[src/rtl/hisd_pkg.sv]
// Shared constants and types for the HART-IP stream deframer.
// No dependencies; imported by hart_ip_stream_deframer.
`timescale 1ns / 1ps

package hisd_pkg;

    localparam int HEADER_BYTES = 8;
    localparam int HDR_IDX_W    = 3;
    localparam int COUNT_W      = 16;

    localparam logic [7:0] TYPE_MASK  = 8'h0F;
    localparam logic [7:0] FLAGS_MASK = 8'hF0;

    typedef enum logic [1:0] {
        KIND_HEADER  = 2'd0,
        KIND_PAYLOAD = 2'd1,
        KIND_SHORT   = 2'd2
    } t_result_kind;

endpackage

[src/rtl/hart_ip_stream_deframer.sv]
// Streaming deframer for HART-IP style packets: header decode and payload pass-through.
// Depends on hisd_pkg for the header size, masks and result kind codes.
`timescale 1ns / 1ps

// Takes one stream word per cycle and gives at most one result per word, registered
// in the cycle after the word is accepted. The first seven header words give no
// result; the eighth gives a header result (or a short-count error result with last
// set), and each payload word after it is forwarded with last set on the final one. A
// header whose byte count equals the header size is a complete packet: its header
// result carries last. The input is taken every cycle unless a result is waiting in
// the output register and the consumer stalls; the single output register is the only
// buffering, so sustained rate is one word per cycle.
module hart_ip_stream_deframer (
    input  logic                    i_clk,
    input  logic                    i_rst_n,
    input  logic                    i_valid,
    output logic                    o_stall,
    input  logic [7:0]              i_data_byte,
    output logic                    o_valid,
    input  logic                    i_stall,
    output hisd_pkg::t_result_kind  o_result_kind,
    output logic [7:0]              o_version,
    output logic [3:0]              o_msg_type,
    output logic [3:0]              o_msg_flags,
    output logic [7:0]              o_message_id,
    output logic [7:0]              o_status_code,
    output logic [15:0]             o_transaction_id,
    output logic [15:0]             o_payload_length,
    output logic [7:0]              o_payload_byte,
    output logic                    o_last
);
    import hisd_pkg::*;

    localparam logic [HDR_IDX_W-1:0] LAST_IDX  = HDR_IDX_W'(HEADER_BYTES - 1);
    localparam logic [COUNT_W-1:0]   HDR_COUNT = COUNT_W'(HEADER_BYTES);

    // Parsing state.
    logic                 r_in_payload, n_in_payload;
    logic [HDR_IDX_W-1:0] r_hdr_idx, n_hdr_idx;
    logic [COUNT_W-1:0]   r_bytes_left, n_bytes_left;
    logic [7:0]           r_hdr [HEADER_BYTES-1];

    // Result register.
    logic                 r_out_valid;
    t_result_kind         r_kind, n_kind;
    logic [7:0]           r_version, n_version;
    logic [3:0]           r_msg_type, n_msg_type;
    logic [3:0]           r_msg_flags, n_msg_flags;
    logic [7:0]           r_message_id, n_message_id;
    logic [7:0]           r_status, n_status;
    logic [15:0]          r_trans_id, n_trans_id;
    logic [15:0]          r_pay_len, n_pay_len;
    logic [7:0]           r_pay_byte, n_pay_byte;
    logic                 r_last, n_last;
    logic                 n_has_result;
    logic                 hdr_write;

    logic                 accept;
    logic [COUNT_W-1:0]   count;
    logic [COUNT_W-1:0]   count_minus_hdr;
    logic [COUNT_W-1:0]   bytes_left_dec;

    assign o_stall = r_out_valid && i_stall;
    assign accept  = i_valid && !o_stall;

    assign count           = {r_hdr[HEADER_BYTES-2], i_data_byte};
    assign count_minus_hdr = count - HDR_COUNT;
    assign bytes_left_dec  = r_bytes_left - COUNT_W'(1);

    always_comb begin
        n_in_payload = r_in_payload;
        n_hdr_idx    = r_hdr_idx;
        n_bytes_left = r_bytes_left;
        n_has_result = 1'b0;
        hdr_write    = 1'b0;
        n_kind       = KIND_HEADER;
        n_version    = '0;
        n_msg_type   = '0;
        n_msg_flags  = '0;
        n_message_id = '0;
        n_status     = '0;
        n_trans_id   = '0;
        n_pay_len    = '0;
        n_pay_byte   = '0;
        n_last       = 1'b0;

        if (r_in_payload && (r_bytes_left != '0)) begin
            n_has_result = 1'b1;
            n_kind       = KIND_PAYLOAD;
            n_pay_byte   = i_data_byte;
            n_bytes_left = bytes_left_dec;
            if (bytes_left_dec == '0) begin
                n_last       = 1'b1;
                n_in_payload = 1'b0;
            end
        end else if (r_hdr_idx != LAST_IDX) begin
            n_in_payload = 1'b0;
            hdr_write    = 1'b1;
            n_hdr_idx    = r_hdr_idx + HDR_IDX_W'(1);
        end else begin
            n_in_payload = 1'b0;
            n_hdr_idx    = '0;
            n_has_result = 1'b1;
            n_version    = r_hdr[0];
            n_msg_type   = 4'(r_hdr[1] & TYPE_MASK);
            n_msg_flags  = 4'((r_hdr[1] & FLAGS_MASK) >> 4);
            n_message_id = r_hdr[2];
            n_status     = r_hdr[3];
            n_trans_id   = {r_hdr[4], r_hdr[5]};
            if (count < HDR_COUNT) begin
                n_kind = KIND_SHORT;
                n_last = 1'b1;
            end else begin
                n_kind    = KIND_HEADER;
                n_pay_len = count_minus_hdr;
                if (count == HDR_COUNT) begin
                    n_last = 1'b1;
                end else begin
                    n_bytes_left = count_minus_hdr;
                    n_in_payload = 1'b1;
                end
            end
        end
    end

    always_ff @(posedge i_clk) begin
        if (!i_rst_n) begin
            r_in_payload <= 1'b0;
            r_hdr_idx    <= '0;
            r_bytes_left <= '0;
            r_out_valid  <= 1'b0;
        end else if (accept) begin
            r_in_payload <= n_in_payload;
            r_hdr_idx    <= n_hdr_idx;
            r_bytes_left <= n_bytes_left;
            r_out_valid  <= n_has_result;
        end else if (!i_stall) begin
            r_out_valid  <= 1'b0;
        end
    end

    // The header store and the result fields carry no reset.
    always_ff @(posedge i_clk) begin
        if (accept && hdr_write) begin
            r_hdr[r_hdr_idx] <= i_data_byte;
        end
        if (accept && n_has_result) begin
            r_kind       <= n_kind;
            r_version    <= n_version;
            r_msg_type   <= n_msg_type;
            r_msg_flags  <= n_msg_flags;
            r_message_id <= n_message_id;
            r_status     <= n_status;
            r_trans_id   <= n_trans_id;
            r_pay_len    <= n_pay_len;
            r_pay_byte   <= n_pay_byte;
            r_last       <= n_last;
        end
    end

    assign o_valid          = r_out_valid;
    assign o_result_kind    = r_kind;
    assign o_version        = r_version;
    assign o_msg_type       = r_msg_type;
    assign o_msg_flags      = r_msg_flags;
    assign o_message_id     = r_message_id;
    assign o_status_code    = r_status;
    assign o_transaction_id = r_trans_id;
    assign o_payload_length = r_pay_len;
    assign o_payload_byte   = r_pay_byte;
    assign o_last           = r_last;

`ifndef SYNTHESIS
    a_payload_has_bytes: assert property (@(posedge i_clk) disable iff (!i_rst_n)
        r_in_payload |-> (r_bytes_left != '0))
        else $error("payload phase with no bytes left");

    a_no_header_mid_payload: assert property (@(posedge i_clk) disable iff (!i_rst_n)
        r_in_payload |-> (r_hdr_idx == '0))
        else $error("header index moved during payload");

    a_short_is_last: assert property (@(posedge i_clk) disable iff (!i_rst_n)
        (o_valid && (o_result_kind == KIND_SHORT)) |-> (o_last && (o_payload_length == '0)))
        else $error("short-count result without last or with a length");

    a_payload_continues: assert property (@(posedge i_clk) disable iff (!i_rst_n)
        (o_valid && (o_result_kind == KIND_PAYLOAD) && !o_last) |-> r_in_payload)
        else $error("non-final payload word but payload phase ended");

    a_header_opens_payload: assert property (@(posedge i_clk) disable iff (!i_rst_n)
        (o_valid && (o_result_kind == KIND_HEADER) && !o_last) |-> r_in_payload)
        else $error("header with payload did not enter payload phase");
`endif

endmodule

[config.mk]
export PLATFORM = sky130hd
export DESIGN_NAME = hart_ip_stream_deframer
export DESIGN_NICKNAME = d
export VERILOG_FILES = /design/src/rtl/hisd_pkg.sv /design/src/rtl/hart_ip_stream_deframer.sv
export SDC_FILE = /design/constraint.sdc
export NUM_CORES = 1
export LEC_CHECK = 0
export ABC_AREA = 1
export BUFFER_PORTS_ARGS = -buffer_cell sky130_fd_sc_hd__buf_2
export CORE_MARGIN = 5
export CORE_UTILIZATION = 57
export DETAILED_ROUTE_END_ITERATION = 12
export PLACE_DENSITY = 0.79
export SYNTH_ARGS = -nofsm -noshare
export SYNTH_HDL_FRONTEND = slang
export SYNTH_SLANG_ARGS = --single-unit
[constraint.sdc]
create_clock -name i_clk -period 2.8 [get_ports i_clk]
set_input_delay 0.28 -clock i_clk [delete_from_list [all_inputs] [get_ports i_clk]]
set_output_delay 0.28 -clock i_clk [all_outputs]
set_load 0.03 [all_outputs]
==> results of run 1 <==
## metrics by stage
stage | total power, mW | util [%]
floorplan | 3.39 | -
global placement | 3.60 | 64.1
detailed placement | 3.63 | 64.1
CTS | 5.63 | 68.9
global route | 5.86 | 68.9
finish | 5.62 | 68.9
## cell families (layout without fill, tap and decap cells)
group | count (synthesis) | count (layout) | synth area share [%]
buffers and inverters | 106 | 220 | 6.57
adder cells (fa/ha/maj) | 5 | 5 | 0.983
AND/OR/NAND/NOR | 259 | 259 | 17.7
XOR/XNOR | 14 | 14 | 1.93
flip-flops | 152 | 152 | 68.4
AO/OA/AOI/OAI | 52 | 52 | 4.39
## routing by layer
layer | track usage, % | up-vias
met1 | 26.1 | 2002
met2 | 34.9 | 175
met5 | 0 | -
li1 | - | 2103
met3 | 5.27 | 33
met4 | 7.19 | 0
## cell usage after synthesis, types with 3 or more instances
library cell / number
sky130_fd_sc_hd__dfxtp_1: 21
sky130_fd_sc_hd__nor2_2: 6
sky130_fd_sc_hd__a21oi_1: 16
sky130_fd_sc_hd__o21ai_0: 26
sky130_fd_sc_hd__nor2_1: 124
sky130_fd_sc_hd__clkbuf_1: 3
sky130_fd_sc_hd__edfxtp_1: 131
sky130_fd_sc_hd__xor2_1: 12
sky130_fd_sc_hd__buf_2: 7
sky130_fd_sc_hd__nand2_2: 6
sky130_fd_sc_hd__nor2_4: 3
sky130_fd_sc_hd__nand2_4: 4
sky130_fd_sc_hd__ha_1: 5
sky130_fd_sc_hd__nand2_1: 91
sky130_fd_sc_hd__nand3b_1: 6
sky130_fd_sc_hd__inv_1: 91
sky130_fd_sc_hd__o21ai_1: 6
sky130_fd_sc_hd__nand3_1: 4
sky130_fd_sc_hd__nor3_1: 9
## power by group through the flow
stage	clock network, mW	logic [mW]	registers [mW]
floorplan	0	0.548	2.84
global placement	0	0.902	2.70
detailed placement	0	0.920	2.71
CTS	2.04	0.931	2.66
global route	2.16	1.03	2.67
finish	2.02	0.941	2.66
## worst max-delay path: cells and delay by family, from the launching register on
family                     cells  cell delay [ns]
adders and majority gates      1             0.22
DFF                            1             0.34
buffers and inverters          1             0.11
and+or+nand+nor                8             1.45
## layout make-up
type / count / area (um^2)
Clock buffer: 18 / 418
Multi-Input combinational cell: 330 / 1590
Tap cell: 140 / 175
Inverter: 93 / 349
Clock inverter: 13 / 106
Timing Repair Buffer: 96 / 513
Fill cell: 785 / 3380
Sequential cell: 152 / 4350
## flip-flops by register name, summed over array words and instances (netlist names)
register	count
o_version	8
r_bytes_left	16
o_transaction_id	16
o_msg_type	4
o_last	1
o_status_code	8
o_msg_flags	4
o_payload_byte	8
r_hdr_idx	3
o_payload_length	16
o_valid	1
o_message_id	8
o_result_kind	2
r_hdr	56
r_in_payload	1
## path summary, 6_finish.rpt
check | slack [ns] | from | to | depth (start not counted)
worst max register to register | 0.32 | r_bytes_left[0] | r_hdr[4][1] | 10
worst max-delay path | 0.32 | r_bytes_left[0] | r_hdr[4][1] | 10
worst min-delay path | 0.08 | i_stall | o_valid | 3
worst min register to register | 0.51 | r_hdr_idx[0] | r_hdr_idx[0] | 2
==> results.md, run 1 <==
Run status:
- The flow ran to the end, and the final reports show no timing, DRC or antenna violations.

Drt:
- The length of routed met2 wiring is 6550 um.
- The average detailed-routed wire length per instance is 15.7 um.
- The highest metal layer with signal wires is met4.
- The first detailed-routing pass ran for 5 iterations.
- The count of nets left with antenna violations once routing finished came out at 0.
- The first routing iteration left 326 violations.
- For this run, design rule violations remaining after detail routing come to 0.
- The sum of met3 wire segment lengths after detailed routing is 1010 um.
- For this block, the via count after detailed routing is 4313.
- The sum of routed wire length over all layers is 13200 um.
- The met1 wire length is 5350 um.
- Dividing the detail-routed via count by the number of cells gives 5.12.

Synth:
- The top-area cell type share of the netlist area is 61.8%.
- The number of different library cells used by synthesis comes to 32.
- The synthesized area is 0.00636 mm^2.
- The number of register bits inferred by synthesis is 152.
- When the netlist entered floorplanning its net count stood at 605.
- Counting flops with a built-in enable in the synthesized netlist gives 131.
- The share of the Yosys chip area taken by registers is 68.4%.
- The post-synthesis async set-or-reset flop share is 0%.
- The warning count from the yosys run is 0.
- The average instance in the mapped netlist occupies 10.8 um^2.
- The largest area contributor in the netlist is sky130_fd_sc_hd__edfxtp_1.
- The flip-flop cell with the highest count after synthesis is sky130_fd_sc_hd__edfxtp_1.
- Sorting the synthesized cells by area gives the leading types as sky130_fd_sc_hd__edfxtp_1 (62%), sky130_fd_sc_hd__nor2_1 (7.3%), sky130_fd_sc_hd__dfxtp_1 (6.6%).
- The gate count after technology mapping is 588.

Die:
- The y dimension of the die is 116 um.
- The effective utilization at floorplan is 58.4%.
- The width of the chip is 116 um.
- The placeable core area is 0.0109 mm^2.
- Pin placement for this block handled 89 I/O pins.
- The area enclosed by the die boundary is 0.0134 mm^2.
- The initialized floorplan defines 38 standard-cell rows.

Clock network:
- In this run the post-CTS setup repair buffer count came out at 0.
- The number of clock buffers inserted by TritonCTS is 17.
- The buffer depth of the longest clock path is 2.
- Clock-pin slew was measured on the worst setup and hold paths at 0.06 ns.
- The clock insertion delay at the later pin of the skew report is 0.52 ns.
- After clock tree synthesis, the repair step resized 0 gates.
- After clock tree synthesis, the flow added hold-fix buffers numbering 0.
- The sink count of the clock tree is 152.
- The clock tree from TritonCTS is done.
- The H-tree was split into 4 levels.
- The tree is rooted in a sky130_fd_sc_hd__clkbuf_8.

Global routing:
- Global routing consumed, over all layers together, 20.6% of the routing resources.
- The aggregate global routing overflow is 0.
- The number of antenna violations at the first check in global routing is 0.
- The wire length of the first global-routing pass is 20800 um.
- The via count of the first global-routing pass came to 4238.
- The pin count of the biggest net entering global routing is 50.

Final layout:
- From synthesis to final layout, the design area changed by 18.0%.
- The top cell types in the final layout, fill and taps aside, are sky130_fd_sc_hd__edfxtp_1 (131), sky130_fd_sc_hd__nor2_1 (124), sky130_fd_sc_hd__inv_1 (91), sky130_fd_sc_hd__nand2_1 (91), sky130_fd_sc_hd__buf_2 (88).
- The fraction of layout cells with a size suffix above 1 is 21.4%.
- The number of diodes added for antenna fixing is 0.
- The count of cells in the finished layout, fillers not included, comes to 842.
- In the final design database the tool counted 707 nets.
- The post-route standard cell area excluding fillers is 0.00751 mm^2.
- The library cell used most frequently in the layout, excluding fill and tap cells, is sky130_fd_sc_hd__edfxtp_1.

Worst hold path:
- In this run the worst hold path is classified as in2reg.

Placed design:
- The worst slack at placement is 0.429 ns.
- During placement, the flow inserted port buffers numbering 88.
- Routability-driven placement finished with a final weighted congestion of 0.873.
- In this run, placement finished with an instance count of 811.
- The instance area at placement is 0.00698 mm^2.
- The post-DP HPWL is 8920 um.

Timing:
- The count of final setup violators is 0.
- The routed design could run at a clock period as short as 2.48 ns.
- The final hold slack is 0.0779 ns.
- The worst-margin pin slew is 0.682 ns.
- The final-report max-slew violation count is 0.
- The worst-case headroom to the max-slew limit is 54.4%.
- The number of failing hold endpoints at the final stage came to 0.
- For the final database, setup skew stands at 0.00767 ns.
- Derived from the worst setup path, the maximum achievable clock frequency is 0.403 GHz.
- The fraction of the cycle the final worst path needs is 88.6%.
- Setup repair after global routing left no endpoint under its margin.
- Across all setup checks in the final design, the least slack found is 0.319 ns.
- Summed over all failing endpoints, the final setup total negative slack is 0 ns.

Pwr:
- In this run the power spent charging and discharging nets is 1.59 mW.
- Internal power comes to 4.03 mW.
- Of the total power, combinational logic draws 16.7%.
- The fraction of power consumed by sequential logic is 47.4%.
- VDD sags by at most 0.386 mV.
- The relative contribution of the clock network to total power is 35.9%.
- In this run the static leakage power is 3.13 nW.
- In this run switching power makes up 28.2% of total power.
- The areal power density over the cells is 749 mW/mm^2.

Critical path:
- Of all nets on the critical path, the largest fanout is 27.
- STA classifies the critical path endpoint as a flop.
- The delay of the slowest cell on the worst path is 0.55 ns.
- The type of the worst setup path is reg2reg.
- The slowest library cell on the worst path is sky130_fd_sc_hd__nor2_1.
- For the worst setup path, the data required time is 2.95 ns.
- The worst setup path is launched from a flop.
- The signal on the critical path passes through inv_1 > ha_1 > nand2_2 > nor2_4 > nand2_4 > nand2_8 > nand2_4 > nor2_1 > nand2_1 > nor2_1.
- The arrival time of the worst setup path is 2.63 ns.

Run:
- Max-cap violations in this run came to 0.
Power figures use the tool's default switching activity.
==> inputs of run 2 (changes only) <==
--- a/config.mk
+++ b/config.mk
@@ -10,7 +10,7 @@
 export CORE_MARGIN = 5
 export CORE_UTILIZATION = 57
 export DETAILED_ROUTE_END_ITERATION = 12
-export PLACE_DENSITY = 0.79
+export PLACE_DENSITY = 0.88
 export SYNTH_ARGS = -nofsm -noshare
 export SYNTH_HDL_FRONTEND = slang
 export SYNTH_SLANG_ARGS = --single-unit
==> run 2 against run 1 <==
First-iteration DRC count rose by 48%; via count rose by 1.0%; critical endpoint is now r_hdr[4][3]; global-route usage rose by 1.2 points; hold slack got worse by 0.0058 ns; sequential share of layout area fell by 0.56 points; maximum frequency fell by 0.20%; non-clock buffer count rose by 1.
==> results.md, run 2 (synthesis gave the netlist of run 1 again) <==
Pwr:
- The analysis attributes to cell leakage a power of 3.15 nW.
- In this run the power density over the cells is 770 mW/mm^2.
- The relative contribution of the clock network to total power is 37.9%.
- The internal cell power is 4.15 mW.
- The net switching power of the design is 1.68 mW.
- The fraction of power consumed by sequential logic is 45.6%.
- The share of total power dissipated in combinational logic is 16.5%.
- The overall power consumption is 5.83 mW.
- Across the VDD grid, the largest voltage drop is 0.381 mV.
- The switching share of total power is 28.8%.

Drt:
- The initial DRC count is 481.
- The post-detailed-route DRC marker count is 0.
- After detailed routing, the average wire length per cell comes to 16.4 um.
- The count of nets left with antenna violations once routing finished came out at 0.
- The number of detailed-route iterations in the first pass is 5.
- For this block, the routed nets add up to 13900 um of wire.
- The routed layout has 4357 vias.
- The routed via count divided by cell count is 5.16.

Die:
- The width of the chip is 116 um.
- The die covers 0.0134 mm^2.
- Once the floorplan was initialized, standard cells occupied 58.4% of the core.
- The placeable core area is 0.0109 mm^2.
- The die is 116 um tall.
- Row generation in the floorplan step produced 38 rows.
- The I/O pin count is 89.

Clock network:
- The cell sitting at the root of the clock tree is a sky130_fd_sc_hd__clkbuf_8.
- The clock drives 152 sinks.
- The H-tree was split into 4 levels.
- After clock tree synthesis, the clock-pin slew on the worst setup and hold paths is 0.06 ns.
- The longest clock path from root to sink contains 2 buffers.
- Once the clock tree was built, the resizer swapped 0 gates to a different size.
- The number of setup buffers added after CTS is 0.
- The clock tree from TritonCTS is done.
- The number of clock buffers inserted by TritonCTS is 17.
- Clock latency on the worst-skew pair, taken at its later pin, is 0.54 ns.
- The number of hold buffers added after CTS was 0.

Final layout:
- The register cell area after layout is 0.00435 mm^2.
- The most common library cell in the layout ignoring fill and taps is sky130_fd_sc_hd__edfxtp_1.
- The area growth from synthesis to layout is 19.1%.
- The register with the most flip-flops in the layout has 56 of them.
- Leaving out fill and tap cells, the most frequent cells in the layout are sky130_fd_sc_hd__edfxtp_1 (131), sky130_fd_sc_hd__nor2_1 (124), sky130_fd_sc_hd__inv_1 (91), sky130_fd_sc_hd__nand2_1 (91), sky130_fd_sc_hd__buf_2 (88).
- The number of diodes added for antenna fixing is 0.
- Summing all multi-input logic gate instances after layout gives 0.00159 mm^2.
- Counting the fill cells in the layout gives 743.
- Of the cells placed in the final design, the portion with a size suffix greater than 1 is 21.6%.
- Counting flops per register, the top entry is r_hdr.
- The final-stage net count is 708.

Global routing:
- The pin count of the biggest net entering global routing is 50.
- The via count of the first global-routing pass is 4277.
- The first global-routing pass estimated 21800 um of wire.
- The total track usage is 21.8%.
- The number of antenna violations at the first check in global routing is 0.
- The aggregate global routing overflow is 0.

Timing:
- In this run the tightest slew margin relative to its limit is 58.2%.
- At the pin with the least slew margin, the transition time is 0.625 ns.
- The count of final setup violators is 0.
- The number of failing hold endpoints at the final stage came to 0.
- The final-report max-slew violation count is 0.
- The clock arrives with 0.00596 ns of skew.
- The post-route minimum period is 2.49 ns.
- The fraction of the cycle the final worst path needs is 88.8%.
- Setup repair after global routing left no endpoint under its margin.
- After routing, the total negative slack on setup checks comes to 0 ns.
- Timing would allow up to 0.402 GHz.
- Across all setup checks in the final design, the least slack found is 0.315 ns.

Critical path:
- The depth of the most critical reg-to-reg path is 10.
- For this run, the slowest stage of the critical path takes 0.53 ns.
- The type of the worst setup path is reg2reg.
- The critical path starts at r_bytes_left[0].
- Traced cell by cell, the critical path runs through inv_1 > ha_1 > nand2_2 > nor2_4 > nand2_4 > nand2_8 > nand2_4 > nor2_1 > nand2_1 > nor2_1.
- The family with the most delay on the worst path is simple AND/OR/NAND/NOR gates.
- The required time reported for the critical path endpoint is 2.97 ns.
- The count of cell instances traversed by the critical path is 10.
- The worst setup path is launched from a flop.
- The slowest stage of the critical path belongs to the cell sky130_fd_sc_hd__nor2_1.
- STA classifies the critical path endpoint as a flop.
- The register-to-register setup slack is 0.31 ns.
- The arrival time of the worst setup path is 2.65 ns.
- The capture point of the worst reg-to-reg path is r_hdr[4][3].
- The reg-to-reg startpoint is r_bytes_left[0].
- The total buffers and inverters traversed by the critical path is 1.
- The peak fanout along the critical path is 27.

Run status:
- The flow ran to the end, and the final reports show no timing, DRC or antenna violations.

Run:
- Max-cap violations in this run came to 0.

Placed design:
- The post-DP HPWL is 9420 um.
- The congestion estimate from routability-driven global placement came to 0.906.
- The count of buffers added on input and output ports is 88.
- Prior to clock tree synthesis, the placed netlist has a worst setup slack of 0.399 ns.

Worst hold path:
- The worst hold endpoint is r_hdr[1][3].
- The cell depth of the worst hold path is 1.
- The start point of the worst hold path is i_data_byte[3].
- The worst hold path belongs to the class in2reg.
## run 2: cell count changes in the layout (fill, tap and decap cells not counted), sizes merged
cell,delta
clkbuf,-1
clkinvlp,+1
clkinv,-4
buf,+1
inv,+4
bufinv,+1
## run 2: layout make-up
cell class                      instances  area share [%]
Tap cell                              140            2.31
Multi-Input combinational cell        330            21.0
Sequential cell                       152            57.4
Clock buffer                           17            5.46
Clock inverter                         15            2.16
Inverter                               93            4.61
Timing Repair Buffer                   97            7.03
## run 2: power by group through the flow
stage | sequential (mW) | clock [mW] | combinational, mW
floorplan | 2.84 | 0 | 0.548
detailed placement | 2.71 | 0 | 0.940
global placement | 2.70 | 0 | 0.918
global route | 2.67 | 2.35 | 1.05
CTS | 2.66 | 2.23 | 0.955
finish | 2.66 | 2.21 | 0.960
## run 2: worst max-delay path by stage
stage	end	slack, ns
finish	r_hdr[4][3]	0.31
global route	r_hdr[4][3]	0.18
CTS	r_hdr[4][3]	0.32
detailed placement	r_hdr[4][7]	0.40
global placement	r_hdr[4][4]	0.56
floorplan	r_bytes_left[12]	0.28
## run 2: per-stage QoR
step / utilization (%) / hold WS (ns) / instance area [um^2] / instances
global placement: 64.3 / 0.473 / 7000 / 812
detailed placement: 64.3 / 0.507 / 7000 / 812
global route: 69.6 / 0.0793 / 7580 / 844
finish: 69.6 / 0.0722 / 7580 / 844
floorplan: - / 0.379 / 6360 / 588
CTS: 69.6 / 0.0659 / 7580 / 844
## run 2: per-layer routing
| metal | part of all wire (%) | up-vias | global-route usage (%) | wire (um) |
|---|---|---|---|---|
| li1 | - | 2107 | - | - |
| met1 | 39 | 2020 | 27.7 | 5430 |
| met2 | 50 | 202 | 37.4 | 6930 |
| met3 | 8.9 | 28 | 5.69 | 1230 |
| met4 | 1.9 | 0 | 6.11 | 260 |
| met5 | 0 | - | 0 | 0 |
==> inputs of run 3 (changes only) <==
--- a/config.mk
+++ b/config.mk
@@ -6,10 +6,11 @@
 export NUM_CORES = 1
 export LEC_CHECK = 0
 export ABC_AREA = 1
-export BUFFER_PORTS_ARGS = -buffer_cell sky130_fd_sc_hd__buf_2
+export BUFFER_PORTS_ARGS = -buffer_cell sky130_fd_sc_hd__buf_4
 export CORE_MARGIN = 5
 export CORE_UTILIZATION = 57
 export DETAILED_ROUTE_END_ITERATION = 12
+export HOLD_SLACK_MARGIN = 0.06
 export PLACE_DENSITY = 0.88
 export SYNTH_ARGS = -nofsm -noshare
 export SYNTH_HDL_FRONTEND = slang
==> run 3 against run 2 <==
Routed wire length is 5.6% higher; clock skew increased by 0.0043 ns; cell count grew 0.59%; worst setup slack better by 0.0087 ns; clock power hardly changed; critical path type unchanged; critical endpoint is now r_hdr[4][0]; highest routed layer unchanged.
==> results.md, run 3 (synthesis gave the netlist of run 1 again) <==
Clock network:
- The buffer depth of the longest clock path is 2.
- The register clock-pin slew on the reported worst setup and hold paths is 0.06 ns.
- The deepest level of the CTS H-tree is 4.
- At the later pin of the worst-skew pair, clock insertion delay measures 0.52 ns.
- The CTS root buffer is sky130_fd_sc_hd__clkbuf_8.
- Buffers inserted during clock tree synthesis total 17.
- The count of instances resized after the clock tree is built is 0.
- TritonCTS built the clock tree.
- The sink count of the clock tree is 152.

Critical path:
- On the worst path, the slowest cell contributes a delay of 0.53 ns.
- The sort of element at the end of the critical path is a flop.
- Data on the critical path arrives at its endpoint at 2.63 ns.
- The required time reported for the critical path endpoint is 2.95 ns.
- The critical path launch point is r_bytes_left[0].
- The peak fanout along the critical path is 27.
- Walking the worst path, the cells encountered are inv_1 > ha_1 > nand2_2 > nor2_4 > nand2_4 > nand2_8 > nand2_4 > nor2_1 > nand2_1 > nor2_1.
- The slowest library cell on the worst path is sky130_fd_sc_hd__nor2_1.
- The reg-to-reg startpoint is r_bytes_left[0].
- The launching element type of the critical path is a flop.
- The total buffers and inverters traversed by the critical path is 1.
- Broken down by cell family, the worst path's largest delay share belongs to simple AND/OR/NAND/NOR gates.
- The critical path is of the reg2reg type.

Pwr:
- The fraction of power consumed by sequential logic is 45.2%.
- For this design the total switching power over the nets is 1.64 mW.
- Across the VDD grid, the largest voltage drop is 0.453 mV.
- Net switching is 27.7% of the power.
- The internal cell power is 4.27 mW.
- The clock network accounts for 37.7% of the total power.
- Power spread over the standard cell area amounts to 753 mW/mm^2.
- Combinational logic is responsible for 17.1% of the overall power.
- The analysis attributes to cell leakage a power of 3.28 nW.
- The overall power consumption is 5.91 mW.

Final layout:
- The area growth from synthesis to layout is 23.4%.
- The register with the most flip-flops in the final layout is r_hdr.
- The most common library cell in the layout ignoring fill and taps is sky130_fd_sc_hd__edfxtp_1.
- In the final design database the tool counted 713 nets.
- With fillers left out, the area of the finished cells amounts to 0.00785 mm^2.
- The fraction of layout cells with a size suffix above 1 is 21.2%.
- In the layout the commonest cells are sky130_fd_sc_hd__edfxtp_1 (131), sky130_fd_sc_hd__nor2_1 (124), sky130_fd_sc_hd__buf_4 (94).
- The flip-flop count of the largest register after layout is 56.
- The register cell area after layout is 0.00435 mm^2.
- Counting the fill cells in the layout gives 699.
- The total area of multi-input combinational cells is 0.00159 mm^2.
- The number of diodes added for antenna fixing is 0.

Die:
- The y dimension of the die is 116 um.
- 89 I/O pins were placed.
- The width of the chip is 116 um.
- The number of standard-cell rows in the floorplan is 38.
- The effective utilization at floorplan is 58.4%.
- The placeable core area is 0.0109 mm^2.
- The area enclosed by the die boundary is 0.0134 mm^2.

Run status:
- The run finished with clean final reports.

Global routing:
- The via count of the first global-routing pass is 4425.
- The wire length of the first global-routing pass is 22900 um.
- The total overflow left after global routing is 0.
- The number of antenna violations at the first check in global routing came to 0.
- The total track usage is 23.0%.
- The pin count of the biggest net entering global routing is 50.

Timing:
- The sum of negative setup slack is 0 ns.
- Dividing the final minimum period by the clock period gives 88.5%.
- The post-route minimum period is 2.48 ns.
- Setup repair after global routing left no endpoint under its margin.
- The number of failing hold endpoints at the final stage came to 0.
- The final-report max-slew violation count was 0.
- The clock arrives with 0.0103 ns of skew.
- Measured against its own limit, the worst slew margin works out to 57.8%.
- For this run, the top clock speed supported by timing is 0.404 GHz.
- Setup violations remaining at the end of the flow were counted as 0.
- The worst-margin pin slew is 0.631 ns.

Drt:
- Using the TritonRoute via totals, the vias-per-cell ratio works out to 5.37.
- The number of nets with antenna violations after detailed routing is 0.
- For this block, the initial DRC count from the detailed router was 516.
- The pre-antenna-repair detailed-routing pass consisted of 5 iterations.
- The final layout contains routed wiring with a total length of 14600 um.
- After detailed routing, the number of remaining DRC violations is 0.
- The overall via count from detail_route is 4562.
- In the final routed layout, each cell accounts on average for 17.2 um.

Placed design:
- Routability-driven placement finished with a final weighted congestion of 0.899.
- Buffers placed on the I/O ports in this run total 88.
- After detailed placement, the total cell area comes to 0.00721 mm^2.
- The post-DP HPWL is 9650 um.

Run:
- The max capacitance violation total is 0.

Worst hold path:
- The path category of the worst min-delay check is in2reg.
- The start point of the worst hold path is i_rst_n.
[run 3: cell count changes in the layout (fill, tap and decap cells not counted), moves of 2 or more]
cell	delta
sky130_fd_sc_hd__buf_4	+87
sky130_fd_sc_hd__clkinv_2	+5
sky130_fd_sc_hd__inv_6	-4
sky130_fd_sc_hd__buf_2	-88
sky130_fd_sc_hd__clkbuf_1	+2
sky130_fd_sc_hd__dlygate4sd3_1	+6
[run 3: layout make-up]
cell class / instances / area share [%]
Clock buffer: 19 / 5.37
Clock inverter: 13 / 1.94
Inverter: 93 / 4.45
Multi-Input combinational cell: 330 / 20.3
Sequential cell: 152 / 55.5
Tap cell: 140 / 2.23
Timing Repair Buffer: 102 / 10.3
[run 3: what timing repair did]
item / 4_1_cts / 5_1_grt
hold buffers: 6 / 0
buffers inserted: 0 / 0
hold endpoints to repair: 42 / 0
endpoints found under the setup margin: 0 / 0
[run 3: routing by layer]
metal	track usage [%]	routed length (um)
met1	29.4	5610
met3	5.07	1350
met5	0	0
met4	9.67	386
met2	38.2	7280
[run 3: worst reg2reg max path, delay by kind of cell (launching register included)]
kind          cells  cell delay [ns]
fa+ha+maj         1             0.20
simple gates      8             1.47
buf+inv           1             0.11
flops             1             0.34
[run 3: final timing paths]
path                endpoint  slack (ns)  cells past startpoint
min reg2reg  r_bytes_left[5]        0.51                      2
max reg2reg      r_hdr[4][0]        0.32                     10
min          r_bytes_left[7]        0.08                      3
max              r_hdr[4][0]        0.32                     10
[run 3: power groups by stage]
stage / logic [mW] / clock network, mW / registers [mW]
after floorplan: 0.548 / 0 / 2.84
after global placement: 0.955 / 0 / 2.71
after detailed placement: 0.977 / 0 / 2.71
after CTS: 1.00 / 2.23 / 2.67
after global routing: 1.10 / 2.34 / 2.68
final: 1.01 / 2.23 / 2.67
[run 3: metrics by stage]
step / utilization [%] / hold slack, ns / worst slack (ns) / cells
5_1_grt: 72.1 / 0.0634 / 0.120 / 849
2_1_floorplan: - / 0.379 / 0.278 / 588
6_report: 72.1 / 0.0846 / 0.323 / 849
4_1_cts: 72.1 / 0.0665 / 0.368 / 849
3_5_place_dp: 66.3 / 0.502 / 0.415 / 811
3_3_place_gp: 66.3 / 0.473 / 0.543 / 811
